$ cat config.mk
export PLATFORM = sky130hd
export DESIGN_NAME = storage_node_selector
export DESIGN_NICKNAME = d
export VERILOG_FILES = /design/src/rtl/sns_pkg.sv /design/src/rtl/sns_ctrl.sv /design/src/rtl/sns_datapath.sv /design/src/rtl/storage_node_selector.sv
export SDC_FILE = /design/constraint.sdc
export NUM_CORES = 1
export LEC_CHECK = 0
export BUFFER_PORTS_ARGS = -buffer_cell sky130_fd_sc_hd__buf_2
export CAP_MARGIN = 10
export CORE_MARGIN = 3
export CORE_UTILIZATION = 50
export CTS_BUF_LIST = sky130_fd_sc_hd__clkbuf_4
export DETAILED_ROUTE_END_ITERATION = 16
export GPL_TIMING_DRIVEN = 0
export PLACE_DENSITY = 0.67
export SETUP_SLACK_MARGIN = 0.1
export SLEW_MARGIN = 20
export SYNTH_ARGS = -nofsm -noshare
export SYNTH_HDL_FRONTEND = slang
export SYNTH_SLANG_ARGS = --single-unit
export TNS_END_PERCENT = 20
$ cat constraint.sdc
create_clock -name clk -period 4.53 [get_ports clk]
set_input_delay 0.6795 -clock clk [delete_from_list [all_inputs] [get_ports clk]]
set_output_delay 0.6795 -clock clk [all_outputs]
set_load 0.03 [all_outputs]
$ cat src/rtl/sns_pkg.sv
// Shared types and constants for the storage node selector.
// Used by the controller, the datapath and the top level; no dependencies.
package sns_pkg;

  localparam int CMD_W      = 3;
  localparam int NODE_IDX_W = 3;
  localparam int COUNT_W    = 16;
  localparam int LETTER_W   = 8;
  localparam int CHOSEN_W   = 3;
  localparam int STATUS_W   = 2;
  localparam int MODE_W     = 2;
  localparam int CFG_IDX_W  = 1;
  localparam int CFG_DATA_W = 16;
  localparam int LU_W       = 4;

  localparam logic [LU_W-1:0]            NONE_USED     = 4'd15;
  localparam logic signed [LETTER_W-1:0] LETTER_A      = 8'sd97;
  localparam logic signed [LETTER_W-1:0] LAST_LETTER   = 8'sd122;
  localparam logic signed [LETTER_W-1:0] NO_LETTER     = -8'sd1;
  localparam logic [COUNT_W-1:0]         ENTRY_RESET   = 16'd64;

  typedef enum logic [CMD_W-1:0] {
    CMD_REGISTER = 3'd0,
    CMD_DOWN     = 3'd1,
    CMD_UP       = 3'd2,
    CMD_REPORT   = 3'd3,
    CMD_CHOOSE   = 3'd4
  } cmd_t;

  typedef enum logic [MODE_W-1:0] {
    MODE_FREE  = 2'd0,
    MODE_RR    = 2'd1,
    MODE_RANGE = 2'd2
  } mode_t;

  typedef enum logic [STATUS_W-1:0] {
    ST_OK    = 2'd0,
    ST_NO_UP = 2'd1,
    ST_FULL  = 2'd2,
    ST_BAD   = 2'd3
  } status_t;

  typedef enum logic [CFG_IDX_W-1:0] {
    CFG_DIST_MODE  = 1'd0,
    CFG_GRANT_SIZE = 1'd1
  } cfg_reg_t;

  typedef enum logic [3:0] {
    OP_NONE,
    OP_LATCH,
    OP_DECODE,
    OP_COUNT,
    OP_REWIND,
    OP_SPLIT,
    OP_FIXUP,
    OP_FREE,
    OP_RR,
    OP_RANGE,
    OP_LOAD
  } op_t;

  typedef struct packed {
    op_t op;
  } dp_cmd_t;

  typedef struct packed {
    logic [CMD_W-1:0]  cmd;
    logic [MODE_W-1:0] mode;
    logic              table_full;
    logic              bad_index;
    logic              any_up;
    logic              walk_done;
    logic              n_zero;
    logic              rr_hit;
  } dp_flags_t;

  // Letters per up node: 26 divided by the number of up nodes.
  function automatic logic [4:0] letters_per_node(input logic [4:0] n);
    logic [4:0] per;
    case (n)
      5'd1:    per = 5'd26;
      5'd2:    per = 5'd13;
      5'd3:    per = 5'd8;
      5'd4:    per = 5'd6;
      5'd5:    per = 5'd5;
      5'd6:    per = 5'd4;
      5'd7:    per = 5'd3;
      5'd8:    per = 5'd3;
      5'd9:    per = 5'd2;
      5'd10:   per = 5'd2;
      5'd11:   per = 5'd2;
      5'd12:   per = 5'd2;
      5'd13:   per = 5'd2;
      5'd14:   per = 5'd1;
      5'd15:   per = 5'd1;
      5'd16:   per = 5'd1;
      default: per = 5'd0;
    endcase
    return per;
  endfunction

endpackage

$ cat src/rtl/sns_ctrl.sv
// Sequencer for the storage node selector: input and output handshakes and
// the order of datapath operations. Depends on sns_pkg.
module sns_ctrl (
  input  logic               clk,
  input  logic               rst,
  input  logic               in_valid,
  output logic               in_stall,
  output logic               out_valid,
  input  logic               out_stall,
  input  sns_pkg::dp_flags_t flags,
  output sns_pkg::dp_cmd_t   dp_cmd
);

  typedef enum logic [2:0] {
    S_IDLE,
    S_DECODE,
    S_COUNT,
    S_SPLIT,
    S_FREE,
    S_RR,
    S_RANGE,
    S_FINISH
  } state_t;

  state_t state, state_next;
  logic   out_valid_next;

  assign in_stall = rst || (state != S_IDLE);

  always_comb begin
    state_next = state;
    dp_cmd.op  = sns_pkg::OP_NONE;
    case (state)
      S_IDLE: begin
        if (in_valid) begin
          dp_cmd.op  = sns_pkg::OP_LATCH;
          state_next = S_DECODE;
        end
      end
      S_DECODE: begin
        dp_cmd.op  = sns_pkg::OP_DECODE;
        state_next = S_FINISH;
        case (flags.cmd)
          sns_pkg::CMD_REGISTER: if (!flags.table_full) state_next = S_COUNT;
          sns_pkg::CMD_DOWN:     if (!flags.bad_index) state_next = S_COUNT;
          sns_pkg::CMD_CHOOSE: begin
            if (flags.any_up) begin
              case (flags.mode)
                sns_pkg::MODE_FREE:  state_next = S_FREE;
                sns_pkg::MODE_RR:    state_next = S_RR;
                sns_pkg::MODE_RANGE: state_next = S_RANGE;
                default:             state_next = S_FINISH;
              endcase
            end
          end
          default: state_next = S_FINISH;
        endcase
      end
      S_COUNT: begin
        if (flags.walk_done) begin
          dp_cmd.op  = sns_pkg::OP_REWIND;
          state_next = flags.n_zero ? S_FINISH : S_SPLIT;
        end else begin
          dp_cmd.op = sns_pkg::OP_COUNT;
        end
      end
      S_SPLIT: begin
        if (flags.walk_done) begin
          dp_cmd.op  = sns_pkg::OP_FIXUP;
          state_next = S_FINISH;
        end else begin
          dp_cmd.op = sns_pkg::OP_SPLIT;
        end
      end
      S_FREE: begin
        if (flags.walk_done) state_next = S_FINISH;
        else dp_cmd.op = sns_pkg::OP_FREE;
      end
      S_RR: begin
        // At least one node is up, so the walk always ends on a hit.
        dp_cmd.op = sns_pkg::OP_RR;
        if (flags.rr_hit) state_next = S_FINISH;
      end
      S_RANGE: begin
        if (flags.walk_done) state_next = S_FINISH;
        else dp_cmd.op = sns_pkg::OP_RANGE;
      end
      S_FINISH: begin
        if (!out_valid || !out_stall) begin
          dp_cmd.op  = sns_pkg::OP_LOAD;
          state_next = S_IDLE;
        end
      end
      default: state_next = S_IDLE;
    endcase
  end

  always_comb begin
    if (dp_cmd.op == sns_pkg::OP_LOAD) out_valid_next = 1'b1;
    else if (out_valid && !out_stall) out_valid_next = 1'b0;
    else out_valid_next = out_valid;
  end

  always_ff @(posedge clk) begin
    if (rst) begin
      state     <= S_IDLE;
      out_valid <= 1'b0;
    end else begin
      state     <= state_next;
      out_valid <= out_valid_next;
    end
  end

endmodule

$ cat src/rtl/sns_datapath.sv
// Node table, configuration registers, walk registers and result register
// of the storage node selector. Driven by sns_ctrl; depends on sns_pkg.
module sns_datapath #(
  parameter int MAX_NODES = 8
) (
  input  logic                                 clk,
  input  logic                                 rst,
  input  logic                                 cfg_we,
  input  logic [sns_pkg::CFG_IDX_W-1:0]        cfg_index,
  input  logic [sns_pkg::CFG_DATA_W-1:0]       cfg_data,
  input  logic [sns_pkg::CMD_W-1:0]            command,
  input  logic [sns_pkg::NODE_IDX_W-1:0]       node_index,
  input  logic [sns_pkg::COUNT_W-1:0]          free_count,
  input  logic signed [sns_pkg::LETTER_W-1:0]  key_letter,
  input  logic                                 simulate,
  input  sns_pkg::dp_cmd_t                     dp_cmd,
  output sns_pkg::dp_flags_t                   flags,
  output logic [sns_pkg::CHOSEN_W-1:0]         node_pick,
  output logic [sns_pkg::STATUS_W-1:0]         status
);

  localparam int IdxW = (MAX_NODES > 1) ? $clog2(MAX_NODES) : 1;
  localparam int NcW  = $clog2(MAX_NODES + 1);
  localparam int CmpW = (NcW > sns_pkg::NODE_IDX_W) ? NcW : sns_pkg::NODE_IDX_W;
  localparam int PW   = (NcW > sns_pkg::LU_W + 1) ? NcW : sns_pkg::LU_W + 1;
  localparam int ChW  = sns_pkg::CHOSEN_W;
  localparam int LtW  = sns_pkg::LETTER_W;
  localparam int CtW  = sns_pkg::COUNT_W;
  localparam int LuW  = sns_pkg::LU_W;

  // Configuration and node table state that reset defines.
  logic [sns_pkg::MODE_W-1:0] dist_mode;
  logic [CtW-1:0]             grant_size;
  logic [NcW-1:0]             node_count;
  logic [MAX_NODES-1:0]       up_flags;
  logic [LuW-1:0]             last_used;

  // Per-node stores, written before they are read.
  logic [CtW-1:0]        free_slots   [MAX_NODES];
  logic signed [LtW-1:0] range_low    [MAX_NODES];
  logic signed [LtW-1:0] range_high   [MAX_NODES];

  // Latched input word.
  logic [sns_pkg::CMD_W-1:0]      cmd_q;
  logic [sns_pkg::NODE_IDX_W-1:0] idx_q;
  logic [CtW-1:0]                 fc_q;
  logic signed [LtW-1:0]          key_q;
  logic                           sim_q;

  // Walk registers.
  logic [NcW-1:0]        walk;
  logic [NcW-1:0]        n_up;
  logic signed [LtW-1:0] first;
  logic [CtW-1:0]        best_fe;
  logic                  found;
  logic [LuW-1:0]        rr_ptr;
  logic [ChW-1:0]        res_idx;
  sns_pkg::status_t      res_status;

  logic [IdxW-1:0]       walk_ix;
  logic [IdxW-1:0]       idx_ix;
  logic [IdxW-1:0]       nc_ix;
  logic [IdxW-1:0]       last_ix;
  logic                  up_i;
  logic [CtW-1:0]        fe_i;
  logic signed [LtW-1:0] lo_i;
  logic signed [LtW-1:0] hi_i;
  logic [4:0]            per;
  logic signed [LtW-1:0] per_s;
  logic                  wrap;
  logic [LuW-1:0]        rr_next;
  logic                  table_full;
  logic                  bad_index;

  assign walk_ix = IdxW'(walk);
  assign idx_ix  = IdxW'(idx_q);
  assign nc_ix   = IdxW'(node_count);
  assign last_ix = IdxW'(node_count - NcW'(1));
  assign up_i    = up_flags[walk_ix];
  assign fe_i    = free_slots[walk_ix];
  assign lo_i    = range_low[walk_ix];
  assign hi_i    = range_high[walk_ix];
  assign per     = sns_pkg::letters_per_node(5'(n_up));
  assign per_s   = $signed(LtW'(per));

  assign table_full = (node_count == NcW'(MAX_NODES));
  assign bad_index  = (CmpW'(idx_q) >= CmpW'(node_count));

  // Round robin step: wrap to node 0 from "none yet" or from the last node.
  assign wrap    = (rr_ptr == sns_pkg::NONE_USED) ||
                   ((PW'(rr_ptr) + PW'(1)) >= PW'(node_count));
  assign rr_next = wrap ? '0 : rr_ptr + LuW'(1);

  assign flags.cmd        = cmd_q;
  assign flags.mode       = dist_mode;
  assign flags.table_full = table_full;
  assign flags.bad_index  = bad_index;
  assign flags.any_up     = |up_flags;
  assign flags.walk_done  = (walk == node_count);
  assign flags.n_zero     = (n_up == '0);
  assign flags.rr_hit     = up_flags[IdxW'(rr_next)];

  always_ff @(posedge clk) begin
    if (rst) begin
      dist_mode  <= sns_pkg::MODE_FREE;
      grant_size <= sns_pkg::ENTRY_RESET;
      node_count <= '0;
      up_flags   <= '0;
      last_used  <= sns_pkg::NONE_USED;
    end else begin
      if (cfg_we) begin
        case (cfg_index)
          sns_pkg::CFG_DIST_MODE:  dist_mode <= cfg_data[sns_pkg::MODE_W-1:0];
          sns_pkg::CFG_GRANT_SIZE: grant_size <= cfg_data[CtW-1:0];
          default: ;
        endcase
      end
      case (dp_cmd.op)
        sns_pkg::OP_DECODE: begin
          case (cmd_q)
            sns_pkg::CMD_REGISTER: begin
              if (!table_full) begin
                up_flags[nc_ix] <= 1'b1;
                node_count      <= node_count + NcW'(1);
              end
            end
            sns_pkg::CMD_DOWN: if (!bad_index) up_flags[idx_ix] <= 1'b0;
            sns_pkg::CMD_UP:   if (!bad_index) up_flags[idx_ix] <= 1'b1;
            default: ;
          endcase
        end
        sns_pkg::OP_RR: begin
          if (flags.rr_hit && !sim_q) last_used <= rr_next;
        end
        default: ;
      endcase
    end
  end

  always_ff @(posedge clk) begin
    case (dp_cmd.op)
      sns_pkg::OP_LATCH: begin
        cmd_q <= command;
        idx_q <= node_index;
        fc_q  <= free_count;
        key_q <= key_letter;
        sim_q <= simulate;
      end
      sns_pkg::OP_DECODE: begin
        walk    <= '0;
        n_up    <= '0;
        first   <= sns_pkg::LETTER_A;
        best_fe <= '0;
        found   <= 1'b0;
        rr_ptr  <= last_used;
        case (cmd_q)
          sns_pkg::CMD_REGISTER: begin
            if (table_full) begin
              res_idx    <= '0;
              res_status <= sns_pkg::ST_FULL;
            end else begin
              res_idx           <= ChW'(node_count);
              res_status        <= sns_pkg::ST_OK;
              free_slots[nc_ix] <= grant_size;
            end
          end
          sns_pkg::CMD_DOWN, sns_pkg::CMD_UP, sns_pkg::CMD_REPORT: begin
            res_idx    <= ChW'(idx_q);
            res_status <= bad_index ? sns_pkg::ST_BAD : sns_pkg::ST_OK;
            if (!bad_index && cmd_q == sns_pkg::CMD_REPORT) free_slots[idx_ix] <= fc_q;
          end
          sns_pkg::CMD_CHOOSE: begin
            res_idx    <= '0;
            res_status <= (|up_flags) ? sns_pkg::ST_OK : sns_pkg::ST_NO_UP;
          end
          default: begin
            res_idx    <= '0;
            res_status <= sns_pkg::ST_OK;
          end
        endcase
      end
      sns_pkg::OP_COUNT: begin
        if (up_i) n_up <= n_up + NcW'(1);
        walk <= walk + NcW'(1);
      end
      sns_pkg::OP_REWIND: walk <= '0;
      sns_pkg::OP_SPLIT: begin
        if (up_i) begin
          range_low[walk_ix]  <= first;
          range_high[walk_ix] <= first + per_s;
          first               <= first + per_s;
        end else begin
          range_low[walk_ix]  <= sns_pkg::NO_LETTER;
          range_high[walk_ix] <= sns_pkg::NO_LETTER;
        end
        walk <= walk + NcW'(1);
      end
      sns_pkg::OP_FIXUP: begin
        // The highest registered node stretches to 'z', even when it is down.
        if (first < sns_pkg::LAST_LETTER) range_high[last_ix] <= sns_pkg::LAST_LETTER;
      end
      sns_pkg::OP_FREE: begin
        if (up_i && (!found || fe_i > best_fe)) begin
          res_idx <= ChW'(walk);
          best_fe <= fe_i;
          found   <= 1'b1;
        end
        walk <= walk + NcW'(1);
      end
      sns_pkg::OP_RR: begin
        rr_ptr <= rr_next;
        if (flags.rr_hit) res_idx <= ChW'(rr_next);
      end
      sns_pkg::OP_RANGE: begin
        // Later matches overwrite earlier ones.
        if (key_q >= lo_i && key_q <= hi_i) res_idx <= ChW'(walk);
        walk <= walk + NcW'(1);
      end
      sns_pkg::OP_LOAD: begin
        node_pick <= res_idx;
        status    <= res_status;
      end
      default: ;
    endcase
  end

endmodule

$ cat src/rtl/storage_node_selector.sv
// Top level of the storage node selector: joins the sequencer and the
// datapath. Depends on sns_pkg, sns_ctrl and sns_datapath.
//
// Usage: one command word enters on the input channel (command, node_index,
// free_count, key_letter, simulate) when in_valid is high and in_stall low.
// Each word gives exactly one result word (node_pick, status) on the
// output channel, taken when out_valid is high and out_stall low.
// Words are handled one at a time. After a word is latched and decoded:
//   mark up, report free, errors and unknown commands go straight to the
//   result; choose walks the registered nodes once (round robin steps
//   from the last used node to the next up node); register and mark down
//   walk the table once to count up nodes and once to split the letter
//   ranges (a mark down that leaves no node up skips the split walk).
// The next word can be taken in the cycle in which out_valid rises; the
// node walks handle one table entry per cycle. in_stall is high during
// reset and while a word is being worked on. A finished result sits in
// the output register, and the next word is accepted while it waits; if
// out_stall holds, the following result waits in the datapath until the
// register is free.
// Configuration writes (cfg_we, cfg_index, cfg_data) take effect at once
// and are meant for idle periods. Reset empties the node table, sets
// round robin to "none yet", the mode to 0 and the grant size to 64.
module storage_node_selector #(
  parameter int MAX_NODES = 8
) (
  input  logic                                 clk,
  input  logic                                 rst,
  input  logic                                 cfg_we,
  input  logic [sns_pkg::CFG_IDX_W-1:0]        cfg_index,
  input  logic [sns_pkg::CFG_DATA_W-1:0]       cfg_data,
  input  logic                                 in_valid,
  output logic                                 in_stall,
  input  logic [sns_pkg::CMD_W-1:0]            command,
  input  logic [sns_pkg::NODE_IDX_W-1:0]       node_index,
  input  logic [sns_pkg::COUNT_W-1:0]          free_count,
  input  logic signed [sns_pkg::LETTER_W-1:0]  key_letter,
  input  logic                                 simulate,
  output logic                                 out_valid,
  input  logic                                 out_stall,
  output logic [sns_pkg::CHOSEN_W-1:0]         node_pick,
  output logic [sns_pkg::STATUS_W-1:0]         status
);

  sns_pkg::dp_cmd_t   dp_cmd;
  sns_pkg::dp_flags_t flags;

  sns_ctrl u_ctrl (
    .clk       (clk),
    .rst       (rst),
    .in_valid  (in_valid),
    .in_stall  (in_stall),
    .out_valid (out_valid),
    .out_stall (out_stall),
    .flags     (flags),
    .dp_cmd    (dp_cmd)
  );

  sns_datapath #(
    .MAX_NODES (MAX_NODES)
  ) u_datapath (
    .clk        (clk),
    .rst        (rst),
    .cfg_we     (cfg_we),
    .cfg_index  (cfg_index),
    .cfg_data   (cfg_data),
    .command    (command),
    .node_index (node_index),
    .free_count (free_count),
    .key_letter (key_letter),
    .simulate   (simulate),
    .dp_cmd     (dp_cmd),
    .flags      (flags),
    .node_pick  (node_pick),
    .status     (status)
  );

endmodule

==> results.ini <==
[setup_path]
r2r-end = u_datapath.best_fe[7]
crit_required_ns = 4.94
crit_path_max_incr_delay_ns = 0.56
cpMostUsedCell = buf_2
r2r_cells = 10
crit_arrival_ns = 4.65
endpoint_kind = flop
cp_max_fo = 17
crit_type = reg -> reg
r2r_setup_slack_ns = 0.28
crit_path_top_delay_cell = mux4_2
critPathLaunchType = flop
path_cells = buf_2, buf_2, mux4_2, mux2_2, ha_1, nand4_1, or3_1, or2_2, a31oi_2, or2_4

[sta]
rsz0062_at_grt = true
finalCriticalPeriod_ns = 4.25
skew_ns = 0.0526
setup_viol = 0
hold_viol_final = 0
finalCritPeriodShare = 0.937
clock.fmax_ghz = 0.236
max_slew.worst_pin.slew_ns = 1.01
maxSlewHeadroom = 0.327
maxSlewViolCount = 0
setup_tns_ns = 0

[worst_hold_path]
holdPathStages = 1
min_to = u_datapath.fc_q[1]
hold_path_class = in -> reg
min_from = free_count[1]

[cells_and_area]
area_growth_pct = 13.7
final_area_um2 = 19000
layout-drive-gt1-share = 0.279
fillers = 2636
nNetsFinal = 1412

[die]
die_w_um = 189
top_level_ports = 60
dieArea_um2 = 35600
num_rows = 66
start_util = 0.510
die_h_um = 189
coreArea_um2 = 32700

[power]
peakVddDrop_mv = 0.268
cellLeakagePower_nw = 6.80
power_density_nw_per_um2 = 596

[global_routing]
grt_max_degree = 32
gr-usage-all-layers = 0.206
grt-ovfl-total = 0
grt_pass1_vias = 10400
antenna_found_initial = 1
grt_pass1_wl_mm = 57.0

[drt]
wl_per_cell_um = 19.7
drc = 0
ant_nets = 0
routed_wl_mm = 35.8
dr.pass1.iters = 6
drt-initial-drc-count = 775
vias_per_cell = 5.63
vias = 10200

[place]
place.detailed.hpwl_mm = 25.2
port-buffer-count = 59
placed_area_um2 = 17700
gp_congestion = 0.855

[yosys]
avgSynthCellArea_um2 = 14.7
yosysWarnings = 0
netlist_area_um2 = 16700
ys_ff_latch = 380
syn_nets = 1243
synth_edf_count = 334
ys.flop_type = edfxtp_1
yosysSeqAreaShare = 0.657
yosys.cell_types.count = 75
async_reset_ff_frac = 0
syn_inst = 1135

[flow_run]
max-cap-violations = 0

[cts]
cts.sinks = 380
cts-root-buf = clkbuf_4
path_clk_slew_ns = 0.06
clk_latency_ns = 0.76
tritoncts.num_buffers = 96
htreeDepth = 3
cts_tree = done
clock_path_buffers = 3
cts_hold_buf = 0

[status]
status = complete, no violations

==> cells by family after synthesis <==
logic type	count (synthesis)	synth area share
multiplexers	108	0.115
adder cells (fa/ha/maj)	55	0.0417
buffers and inverters	100	0.0252
AND/OR/NAND/NOR	315	0.0890
AO/OA/AOI/OAI	159	0.0626
XOR/XNOR	18	0.00945
flip-flops	380	0.657
==> cells in the mapped netlist, drive strengths merged (10+ instances only) <==
library cell  instances  share of area
nand2               142          0.032
a21o                 13         0.0059
buf                  22         0.0077
clkbuf               29         0.0065
ha                   54          0.041
mux4                 65          0.088
xor2                 10         0.0053
or2                  13         0.0049
a31oi                11         0.0041
a21oi                47          0.015
edfxtp              334           0.60
o21ai                34          0.010
nor2                 58          0.014
nor3                 20         0.0063
dfxtp                46          0.055
nand2b               13         0.0050
nand3                15         0.0048
mux2i                22          0.013
o211ai               10         0.0045
inv                  47          0.011
and2                 16         0.0060
mux2                 21          0.014
==> metal layers <==
metal | wire length (um) | GRT usage | share of wire | vias to the layer above
li1 | - | - | - | 4729
met1 | 15800 | 0.287 | 0.44 | 5044
met3 | 2210 | 0.0428 | 0.062 | 65
met2 | 17000 | 0.327 | 0.47 | 375
met5 | 0 | 0 | 0 | -
met4 | 826 | 0.0725 | 0.023 | 0
==> sequential cells by signal, summed over array words and instances (netlist names), 2 cells and up, named ones only <==
| name | count |
|---|---|
| u_datapath.first | 8 |
| u_datapath.walk | 4 |
| u_datapath.res_status | 2 |
| u_datapath.key_q | 8 |
| u_datapath.last_used | 4 |
| u_datapath.node_pick | 3 |
| u_datapath.n_up | 4 |
| u_datapath.range_high | 64 |
| u_datapath.free_slots | 128 |
| u_datapath.best_fe | 16 |
| u_datapath.rr_ptr | 4 |
| u_ctrl.state | 3 |
| u_datapath.node_count | 4 |
| u_datapath.per | 5 |
| u_datapath.dist_mode | 2 |
| u_datapath.up_flags | 8 |
| u_datapath.res_idx | 3 |
| u_datapath.cmd_q | 3 |
| u_datapath.idx_ix | 3 |
| u_datapath.grant_size | 16 |
| u_datapath.range_low | 64 |
| u_datapath.status | 2 |
| u_datapath.fc_q | 16 |
==> stage by stage <==
stage / hold WS, ns / power [mW] / cells / util / worst slack, ns
floorplan: 0.400 / 7.45 / 1135 / - / 0.951
global placement: 0.412 / 8.41 / 1636 / 0.536 / -0.580
detailed placement: 0.406 / 8.53 / 1649 / 0.542 / -0.609
CTS: 0.0154 / 11.4 / 1810 / 0.579 / 0.140
global route: 0.0317 / 12.0 / 1813 / 0.580 / 0.0801
finish: 0.113 / 11.3 / 1813 / 0.580 / 0.284
==> worst max path at each step <==
stage                     startpoint                     to  slack (ns)  cells past startpoint
final                           flop  u_datapath.best_fe[7]        0.28                     10
after floorplan                 flop  u_datapath.res_idx[0]        0.95                     13
after global placement          flop  u_datapath.res_idx[1]       -0.58                     13
after detailed placement        flop  u_datapath.res_idx[2]       -0.61                     13
after CTS                       flop  u_datapath.res_idx[2]        0.14                     13
after global routing            flop  u_datapath.best_fe[8]        0.08                     10
==> what timing repair did <==
action,4_1_cts,5_1_grt
setup endpoints to repair,20,19
gates resized for setup,11,4
setup buffers,0,0
==> worst max-delay path, delay by kind of cell (launching register included) <==
| family | cells | cell delay (ns) |
|---|---|---|
| AOI/OAI and AO/OA | 1 | 0.43 |
| adders and majority gates | 1 | 0.31 |
| buffers and inverters | 2 | 0.75 |
| DFF | 1 | 0.30 |
| muxes | 2 | 0.89 |
| and+or+nand+nor | 4 | 1.21 |
==> power breakdown <==
group | internal [mW] | switching (mW) | leakage (nW)
Sequential | 4.56 | 0.201 | 3.41
Combinational | 1.48 | 2.23 | 2.67
Clock | 1.50 | 1.33 | 0.713
==> layout make-up <==
cell class                 instances  area (um^2)  area share
buffer                            50          249      0.0131
timing repair buffer              72          442      0.0233
inverter                          49          184     0.00970
multi-input combinational        655         5380       0.283
tap                              442          553      0.0292
sequential                       380        11000       0.578
clock buffer                     143         1070      0.0566
clock inverter                    18          125     0.00660
antenna                            4         10.0    0.000528
==> placed cells by master (no fill, tap or decap), drive strengths merged, types with 4 or more instances in the layout <==
master,Yosys,final
buf,22,93
a22oi,4,4
nand2b,13,13
mux2i,22,22
diode,0,4
a21o,13,13
mux2,21,21
a31oi,11,11
or2,13,13
o311ai,6,6
a21oi,47,47
and2,16,16
ha,54,54
o21bai,4,4
nand4,8,8
edfxtp,334,334
mux4,65,65
nor4,6,6
nor3,20,20
a31o,4,4
clkinv,2,15
or3,6,6
nand2,142,142
nor2,58,58
nor2b,5,5
o21ai,34,34
inv,47,49
dfxtp,46,46
o211ai,10,10
clkbuf,29,172
xor2,10,10
xnor2,8,8
o22ai,5,5
nand3,15,15
o221ai,5,5
No activity file was read; power rests on OpenSTA's default activity.
